`config.mk`:
```
export PLATFORM = sky130hd
export DESIGN_NAME = trimmed_mean_adc_stability_gate
export DESIGN_NICKNAME = d
export VERILOG_FILES = /design/src/rtl/tmag_pkg.sv /design/src/rtl/trimmed_mean_adc_stability_gate.sv
export VERILOG_INCLUDE_DIRS = /design/src /design/src/rtl
export SDC_FILE = /design/constraint.sdc
export NUM_CORES = 2
export LEC_CHECK = 0
export BUFFER_PORTS_ARGS = -buffer_cell sky130_fd_sc_hd__buf_2
export CAP_MARGIN = 20
export CORE_ASPECT_RATIO = 0.7
export CORE_MARGIN = 4
export CORE_UTILIZATION = 50
export DETAILED_ROUTE_END_ITERATION = 10
export GPL_TIMING_DRIVEN = 0
export PLACE_DENSITY_LB_ADDON = 0.2
export REMOVE_ABC_BUFFERS = 1
export SLEW_MARGIN = 20
export SYNTH_ARGS = -nofsm -noshare
export SYNTH_HDL_FRONTEND = slang
export SYNTH_SLANG_ARGS = --single-unit
export TNS_END_PERCENT = 50
```
`constraint.sdc`:
```
create_clock -name aclk -period 7.75 [get_ports aclk]
set_input_delay 0.775 -clock aclk [delete_from_list [all_inputs] [get_ports aclk]]
set_output_delay 0.775 -clock aclk [all_outputs]
set_load 0.02 [all_outputs]
```
`src/rtl/assert_macros.svh`:
```
// Assertion helpers shared by the RTL files.
`ifndef ASSERT_MACROS_SVH
`define ASSERT_MACROS_SVH

// Checked on every clock edge outside of reset.
`define ASSERT_CLK(label, prop, msg) \
    label: assert property (@(posedge aclk) disable iff (!aresetn) (prop)) \
        else $error(msg);

// Checked on every clock edge, reset cycles included.
`define ASSERT_CLK_RST(label, prop, msg) \
    label: assert property (@(posedge aclk) (prop)) \
        else $error(msg);

`endif

```
`src/rtl/tmag_pkg.sv`:
```
package tmag_pkg;

    localparam int CHANNEL_W  = 4;
    localparam int VALUE_W    = 12;
    localparam int CFG_ADDR_W = 3;
    localparam int CFG_DATA_W = 32;

    // Register index, taken from paddr[2].
    localparam logic REG_CHANGE_LIMIT = 1'b0;

    localparam logic [VALUE_W-1:0] CHANGE_LIMIT_RESET = 12'd64;

    typedef struct packed {
        logic [CHANNEL_W-1:0] channel;
        logic [VALUE_W-1:0]   sample;
    } sample_req_t;

    typedef struct packed {
        logic [CHANNEL_W-1:0] out_channel;
        logic [VALUE_W-1:0]   round_mean;
        logic                 accepted;
        logic [VALUE_W-1:0]   held_value;
        logic                 channel_valid;
        logic                 ready_res;
    } result_t;

endpackage

```
`src/rtl/trimmed_mean_adc_stability_gate.sv`:
```
// Trimmed-mean stability gate for a multi-channel converter stream.
//
// Input channel (s_valid/s_ready/s_data): one conversion request per item, tagged
// with its channel. Each channel collects SAMPLES_PER_ROUND samples; on the last one
// the mean without the largest and smallest sample is formed and compared with the
// channel's previous round mean. Requests for channels at or above CHANNELS are dropped.
// Result channel (m_valid/m_ready/m_data): one request per completed round, carrying
// the mean, whether it was within change_limit, the held value, the channel's valid
// mark and the global ready flag.
// Throughput is one sample per cycle, back to back, on any mix of channels, while
// the result channel is not stalled. A result for the request that completes a round
// runs through an input register, a trim stage, a reciprocal multiply stage and the
// output register. When the receiver stalls, each stage still takes a new item while
// the stage after it has room, so bubbles fill before s_ready drops. Reset (aresetn
// low, synchronous) empties the pipeline, restarts all rounds, clears previous and
// held means, valid marks and the ready flag, and sets change_limit to 64.
// change_limit sits at APB byte address 0; the user must write it only while the
// block is idle, as the block itself does not enforce this.
`include "assert_macros.svh"

module trimmed_mean_adc_stability_gate
    import tmag_pkg::*;
#(
    parameter int CHANNELS          = 16,
    parameter int SAMPLES_PER_ROUND = 6,
    parameter int SAMPLE_BITS       = 12
) (
    input  logic                  aclk,
    input  logic                  aresetn,

    input  logic                  s_valid,
    output logic                  s_ready,
    input  sample_req_t           s_data,

    output logic                  m_valid,
    input  logic                  m_ready,
    output result_t               m_data,

    input  logic                  psel,
    input  logic                  penable,
    input  logic                  pwrite,
    input  logic [CFG_ADDR_W-1:0] paddr,
    input  logic [CFG_DATA_W-1:0] pwdata,
    output logic [CFG_DATA_W-1:0] prdata,
    output logic                  pready
);

    localparam int CH_IDX_W = (CHANNELS > 1) ? $clog2(CHANNELS) : 1;
    localparam int CNT_W    = $clog2(SAMPLES_PER_ROUND);
    localparam int SUM_W    = $clog2(SAMPLES_PER_ROUND * ((1 << SAMPLE_BITS) - 1) + 1);
    localparam int DIVISOR  = SAMPLES_PER_ROUND - 2;
    // Exact floor division by DIVISOR: multiply by ceil(2^SHIFT / DIVISOR), shift down.
    localparam int SHIFT    = SUM_W + $clog2(DIVISOR);
    localparam int RECIP_W  = SHIFT + 1;
    localparam int PROD_W   = SUM_W + RECIP_W;
    localparam int DIFF_W   = (SAMPLE_BITS > VALUE_W) ? SAMPLE_BITS : VALUE_W;

    localparam logic [RECIP_W-1:0] RECIP =
        RECIP_W'(((64'd1 << SHIFT) + 64'(DIVISOR) - 64'd1) / 64'(DIVISOR));
    localparam logic [SAMPLE_BITS-1:0] SAMPLE_MAX = '1;
    localparam logic [CNT_W-1:0]       CNT_LAST   = CNT_W'(SAMPLES_PER_ROUND - 1);

    // Configuration.
    logic [VALUE_W-1:0] limit_reg;

    // Per-channel state.
    logic [SUM_W-1:0]       sum_reg   [CHANNELS];
    logic [SAMPLE_BITS-1:0] max_reg   [CHANNELS];
    logic [SAMPLE_BITS-1:0] min_reg   [CHANNELS];
    logic [CNT_W-1:0]       cnt_reg   [CHANNELS];
    logic [SAMPLE_BITS-1:0] prev_reg  [CHANNELS];
    logic [SAMPLE_BITS-1:0] held_reg  [CHANNELS];
    logic                   mark_reg  [CHANNELS];
    logic                   ready_flag_reg;

    // Pipeline registers.
    logic                   in_valid_reg;
    sample_req_t            in_reg;
    logic                   trim_valid_reg;
    logic [CHANNEL_W-1:0]   trim_ch_reg;
    logic [SUM_W-1:0]       trim_reg;
    logic                   mean_valid_reg;
    logic [CHANNEL_W-1:0]   mean_ch_reg;
    logic [SAMPLE_BITS-1:0] mean_reg;
    logic                   m_valid_reg;
    result_t                m_data_reg;

    // Handshake chain: a stage moves on when the one after it has room.
    logic out_free;
    logic take_mean;
    logic mean_free;
    logic take_trim;
    logic trim_free;
    logic take_in;

    // Accumulate stage signals.
    logic [CH_IDX_W-1:0]    acc_idx;
    logic [SAMPLE_BITS-1:0] acc_smp;
    logic                   acc_in_range;
    logic [SUM_W-1:0]       sum_next;
    logic [SAMPLE_BITS-1:0] max_next;
    logic [SAMPLE_BITS-1:0] min_next;
    logic [CNT_W-1:0]       cnt_next;
    logic                   round_done;
    logic [SUM_W-1:0]       trim_next;

    // Divide stage signals.
    logic [PROD_W-1:0]      prod;
    logic [SAMPLE_BITS-1:0] mean_next;

    // Gate stage signals.
    logic [CH_IDX_W-1:0]    gate_idx;
    logic [SAMPLE_BITS-1:0] prev_mean;
    logic [SAMPLE_BITS-1:0] diff;
    logic                   ok;
    logic                   ready_flag_next;
    logic [SAMPLE_BITS-1:0] held_next;
    logic                   mark_next;

    assign out_free  = !m_valid_reg || m_ready;
    assign take_mean = mean_valid_reg && out_free;
    assign mean_free = !mean_valid_reg || out_free;
    assign take_trim = trim_valid_reg && mean_free;
    assign trim_free = !trim_valid_reg || mean_free;
    // Samples that do not close a round, or that are dropped, retire here at once.
    assign take_in   = in_valid_reg && (!(acc_in_range && round_done) || trim_free);
    assign s_ready   = !in_valid_reg || take_in;

    assign m_valid = m_valid_reg;
    assign m_data  = m_data_reg;

    // Accumulate: update the channel's sum, extremes and count.
    always_comb begin
        acc_idx      = CH_IDX_W'(in_reg.channel);
        acc_smp      = SAMPLE_BITS'(in_reg.sample);
        acc_in_range = 32'(in_reg.channel) < 32'(CHANNELS);
        sum_next     = sum_reg[acc_idx] + SUM_W'(acc_smp);
        max_next     = (acc_smp > max_reg[acc_idx]) ? acc_smp : max_reg[acc_idx];
        min_next     = (acc_smp < min_reg[acc_idx]) ? acc_smp : min_reg[acc_idx];
        cnt_next     = cnt_reg[acc_idx] + CNT_W'(1);
        round_done   = cnt_reg[acc_idx] == CNT_LAST;
        trim_next    = sum_next - SUM_W'(max_next) - SUM_W'(min_next);
    end

    // Divide the trimmed sum by the number of kept samples.
    always_comb begin
        prod      = PROD_W'(trim_reg) * PROD_W'(RECIP);
        mean_next = prod[SHIFT +: SAMPLE_BITS];
    end

    // Gate: compare with the previous mean and update the held value, ready flag and valid mark.
    always_comb begin
        gate_idx        = CH_IDX_W'(mean_ch_reg);
        prev_mean       = prev_reg[gate_idx];
        diff            = (mean_reg >= prev_mean) ? (mean_reg - prev_mean)
                                                  : (prev_mean - mean_reg);
        ok              = DIFF_W'(diff) <= DIFF_W'(limit_reg);
        ready_flag_next = ready_flag_reg || (ok && (mean_reg != '0));
        held_next       = ok ? mean_reg : held_reg[gate_idx];
        mark_next       = mark_reg[gate_idx] || (ok && ready_flag_next);
    end

    // Control state and per-channel state.
    always_ff @(posedge aclk) begin
        if (!aresetn) begin
            limit_reg      <= CHANGE_LIMIT_RESET;
            in_valid_reg   <= 1'b0;
            trim_valid_reg <= 1'b0;
            mean_valid_reg <= 1'b0;
            m_valid_reg    <= 1'b0;
            ready_flag_reg <= 1'b0;
            for (int i = 0; i < CHANNELS; i++) begin
                sum_reg[i]  <= '0;
                max_reg[i]  <= '0;
                min_reg[i]  <= SAMPLE_MAX;
                cnt_reg[i]  <= '0;
                prev_reg[i] <= '0;
                held_reg[i] <= '0;
                mark_reg[i] <= 1'b0;
            end
        end else begin
            if (psel && penable && pwrite && (paddr[2] == REG_CHANGE_LIMIT)) begin
                limit_reg <= pwdata[VALUE_W-1:0];
            end

            if (s_ready) begin
                in_valid_reg <= s_valid;
            end

            if (take_in && acc_in_range) begin
                if (round_done) begin
                    sum_reg[acc_idx] <= '0;
                    max_reg[acc_idx] <= '0;
                    min_reg[acc_idx] <= SAMPLE_MAX;
                    cnt_reg[acc_idx] <= '0;
                end else begin
                    sum_reg[acc_idx] <= sum_next;
                    max_reg[acc_idx] <= max_next;
                    min_reg[acc_idx] <= min_next;
                    cnt_reg[acc_idx] <= cnt_next;
                end
            end

            if (trim_free) begin
                trim_valid_reg <= take_in && acc_in_range && round_done;
            end

            if (mean_free) begin
                mean_valid_reg <= take_trim;
            end

            if (out_free) begin
                m_valid_reg <= take_mean;
            end

            if (take_mean) begin
                prev_reg[gate_idx] <= mean_reg;
                held_reg[gate_idx] <= held_next;
                mark_reg[gate_idx] <= mark_next;
                ready_flag_reg     <= ready_flag_next;
            end
        end
    end

    // Payload registers.
    always_ff @(posedge aclk) begin
        if (s_ready && s_valid) begin
            in_reg <= s_data;
        end
        if (trim_free) begin
            trim_ch_reg <= in_reg.channel;
            trim_reg    <= trim_next;
        end
        if (mean_free) begin
            mean_ch_reg <= trim_ch_reg;
            mean_reg    <= mean_next;
        end
        if (out_free) begin
            m_data_reg.out_channel   <= mean_ch_reg;
            m_data_reg.round_mean    <= VALUE_W'(mean_reg);
            m_data_reg.accepted      <= ok;
            m_data_reg.held_value    <= VALUE_W'(held_next);
            m_data_reg.channel_valid <= mark_next;
            m_data_reg.ready_res     <= ready_flag_next;
        end
    end

    // Configuration read-back.
    assign pready = 1'b1;
    always_comb begin
        if (paddr[2] == REG_CHANGE_LIMIT) begin
            prdata = CFG_DATA_W'(limit_reg);
        end else begin
            prdata = '0;
        end
    end

    // An accepted round must show its own mean as the held value.
    `ASSERT_CLK(a_held_follows_accept, m_valid_reg && m_data_reg.accepted |-> (m_data_reg.held_value == m_data_reg.round_mean), "held value differs from accepted mean")
    // A channel can only be marked valid once the global flag is up.
    `ASSERT_CLK(a_mark_needs_ready, m_valid_reg && m_data_reg.channel_valid |-> m_data_reg.ready_res, "channel valid without ready")
    // An accepted nonzero mean always raises the ready flag.
    `ASSERT_CLK(a_ready_on_nonzero, m_valid_reg && m_data_reg.accepted && (m_data_reg.round_mean != '0) |-> m_data_reg.ready_res, "ready flag missed a nonzero mean")
    // Dropped channels never reach the trim stage.
    `ASSERT_CLK(a_trim_in_range, trim_valid_reg |-> (32'(trim_ch_reg) < 32'(CHANNELS)), "out-of-range channel in pipeline")
    // Reset empties the output register.
    `ASSERT_CLK_RST(a_reset_clears_out, !aresetn |=> !m_valid_reg, "result valid after reset")

endmodule
```
==> flow_summary_export.csv <==
group,metric,value,unit
setup_path,end_kind,"register",
setup_path,worstSetupPathType,"register to register",
die,ios,124,
yosys,synth_cell_types,63,
final_layout,nets,3768,
timing,setup_viol,0,
cts,clock_latency,730,ps
detailed_routing,avgRoutedWirePerCell,28.9,um
detailed_routing,drt-pass1-iter-count,5,
die,die_area,0.110,mm2
global_route,antenna_found_initial,5,
final_layout,area_growth,12.8,%
cts,cts_tree,"done",
die,rows,99,
setup_path,crit_path_start_kind,"register",
global_route,overflow,0,
final_layout,final_cell_mix,"edfxtp_1, nor2_1, mux4_2, nand2_1, clkbuf_16",
final_layout,largest_reg_flops,224,
yosys,synth_edf_count,1119,
yosys,synth_area,0.0524,mm2
cts,clkTransAtPathRegs,70,ps
setup_path,reg2reg_slack,440,ps
cts,clock_sinks,1160,
timing,rsz0062_at_grt,"yes",
pwr,power.density,301,mW/mm2
pwr,max-vdd-ir-drop,220,uV
final_layout,drive_gt1_share,21.2,%
detailed_routing,vias_per_cell,6.15,
setup_path,critPathMaxFanout,34,
timing,max_freq,137,MHz
timing,worst_slew_pin_slew,1140,ps
detailed_routing,drt-total-wl,146000,um
cts,root_buffer,"clkbuf_16",
timing,finalClockSkew,33.4,ps
flow_run,maxCapViolCount,0,
placement,placed_cells,4851,
cts,h-tree-depth,3,
setup_path,cp_slowest_cell,"mux2i_4",
final_layout,seqCellArea,0.0345,mm2
final_layout,final_util,56.8,%
hold_path,min_from,"s_data[8]",
detailed_routing,vias,31200,
setup_path,worst-path-buf-inv,2,
yosys,yosys-top-cells-area,"edfxtp_1, mux4_2, nor2_1",
yosys,async_reset_ff_share,0,%
yosys,synth_top_area_cell,"edfxtp_1",
placement,port-buffer-count,80,
setup_path,cp_cell_sequence,"buf_16 -> mux4_2 -> mux4_2 -> ha_1 -> a21oi_1 -> a31oi_1 -> o31ai_1 -> nand2_1 -> mux2_2 -> a211oi_1 -> xnor2_1 -> ha_1 -> nand4_1 -> nor2_1 -> o21a_1 -> o31a_4 -> mux2i_4 -> inv_1",
pwr,p_leak,0.0203,uW
setup_path,cp_data_arrival_time,7730,ps
detailed_routing,drc_errors,0,
final_layout,multi_input_area,0.0169,mm2
global_route,globalRouteTotalUtil,26.6,%
detailed_routing,detail_route.iter0.violations,4399,
placement,dp_hpwl,92100,um
yosys,synthCells,3597,
setup_path,critical_path.top_delay_family,"multiplexers",
yosys,yosysSeqAreaShare,65.7,%
die,initial_core_util,50.3,%
hold_path,worstHoldPathType,"input pin to register",
global_route,grt_pass1_wl,212000,um
yosys,ys_ff_latch,1160,
yosys,avgSynthCellArea,14.6,um2
final_layout,fin_cells,5072,
cts,cts.path.max_buffers,3,
global_route,grt_max_degree,49,
timing,slew_headroom,23.6,%
die,coreArea,0.104,mm2
cts,cts_buffers,113,
timing,fin_crit_sh,94.3,%
yosys,yosysWarnings,0,
die,die_h,279,um
timing,hold_viol,0,
die,die_w,395,um
setup_path,cp.required,8170,ps
yosys,synth-main-ff-cell,"edfxtp_1",
timing,drv_slew,0,
placement,gp_routability_congestion,0.843,
run_status,outcome,"finished, final reports clean",
detailed_routing,drtAntennaViolNets,0,
final_layout,layout_commonest_cell,"edfxtp_1",
global_route,grt_pass1_vias,30500,
setup_path,max_stage_delay,640,ps
timing,layout_min_cycle_time,7310,ps
yosys,netlist.area_leader.share,64.1,%
final_layout,nFillCells,8062,
[per-stage QoR]
| stage | power [uW] | cell area (um2) | setup TNS (ps) | hold slack (ps) | worst slack [ps] |
|---|---|---|---|---|---|
| after floorplan | 10500 | 51200 | -3691950 | 400 | -4970 |
| after global placement | 12000 | 53300 | - | 406 | -9160 |
| after detailed placement | 12200 | 55200 | -2110 | 405 | -796 |
| after CTS | 17600 | 58900 | 0 | 169 | 2.14 |
| after global routing | 18500 | 59100 | -10.7 | 176 | -10.7 |
| final | 17800 | 59100 | 0 | 220 | 440 |
[final timing paths]
kind	cells past startpoint	endpoint
worst max-delay path	18	m_data[4]$_DFFE_PP_
worst min-delay path	1	acc_smp[8]$_DFFE_PP_
worst max register to register	18	m_data[4]$_DFFE_PP_
worst min register to register	0	mean_reg[4]$_DFFE_PN_
[routing by layer]
metal  GRT usage, %  vias up  wire (um)
met5              0        -         13
met4           5.80        2       3030
met3           7.86      221      18400
met2           38.3     1793      63800
met1           40.6    16000      61300
li1               -    13200          -
[layout make-up]
type / instances / share of cell area, %
Multi-Input combinational cell: 2066 / 28.5
Clock buffer: 147 / 5.14
Antenna cell: 3 / 0.0127
Sequential cell: 1160 / 58.3
Timing Repair Buffer: 155 / 3.48
Tap cell: 1363 / 2.89
Inverter: 115 / 0.730
Clock inverter: 63 / 0.953
[what timing repair did]
item                                    CTS  global route
endpoints found under the setup margin    7           195
pin swaps                                 0             0
resized for setup                         8            15
setup buffers                             2             5
hold buffers                              0             0
[where the power goes]
part / total (uW) / internal (uW) / switching, uW
Sequential: 7650 / 7300 / 345
Clock: 5430 / 3000 / 2430
Combinational: 4690 / 1630 / 3050
Total: 17800 / 11900 / 5830
[Yosys cell counts (23+ instances only)]
cell type,count
a21oi_1,29
buf_2,47
buf_4,23
clkbuf_1,172
dfxtp_1,41
edfxtp_1,1119
ha_1,86
inv_1,93
mux4_2,330
nand2_1,331
nand3_1,42
nor2_1,889
nor3_1,41
o21ai_0,42
[cell families (layout without fill, tap and decap cells)]
group	Yosys count	count (layout)	share of synthesized area, %
flops	1160	1160	65.7
mux	374	374	15.4
compound gates	168	168	2.11
xor+xnor	26	26	0.463
other cells	2	24	0.0143
buf+inv	390	480	3.30
fa+ha+maj	99	99	2.55
simple gates	1378	1378	10.5
Note: power is estimated with default switching activity, not from simulation.
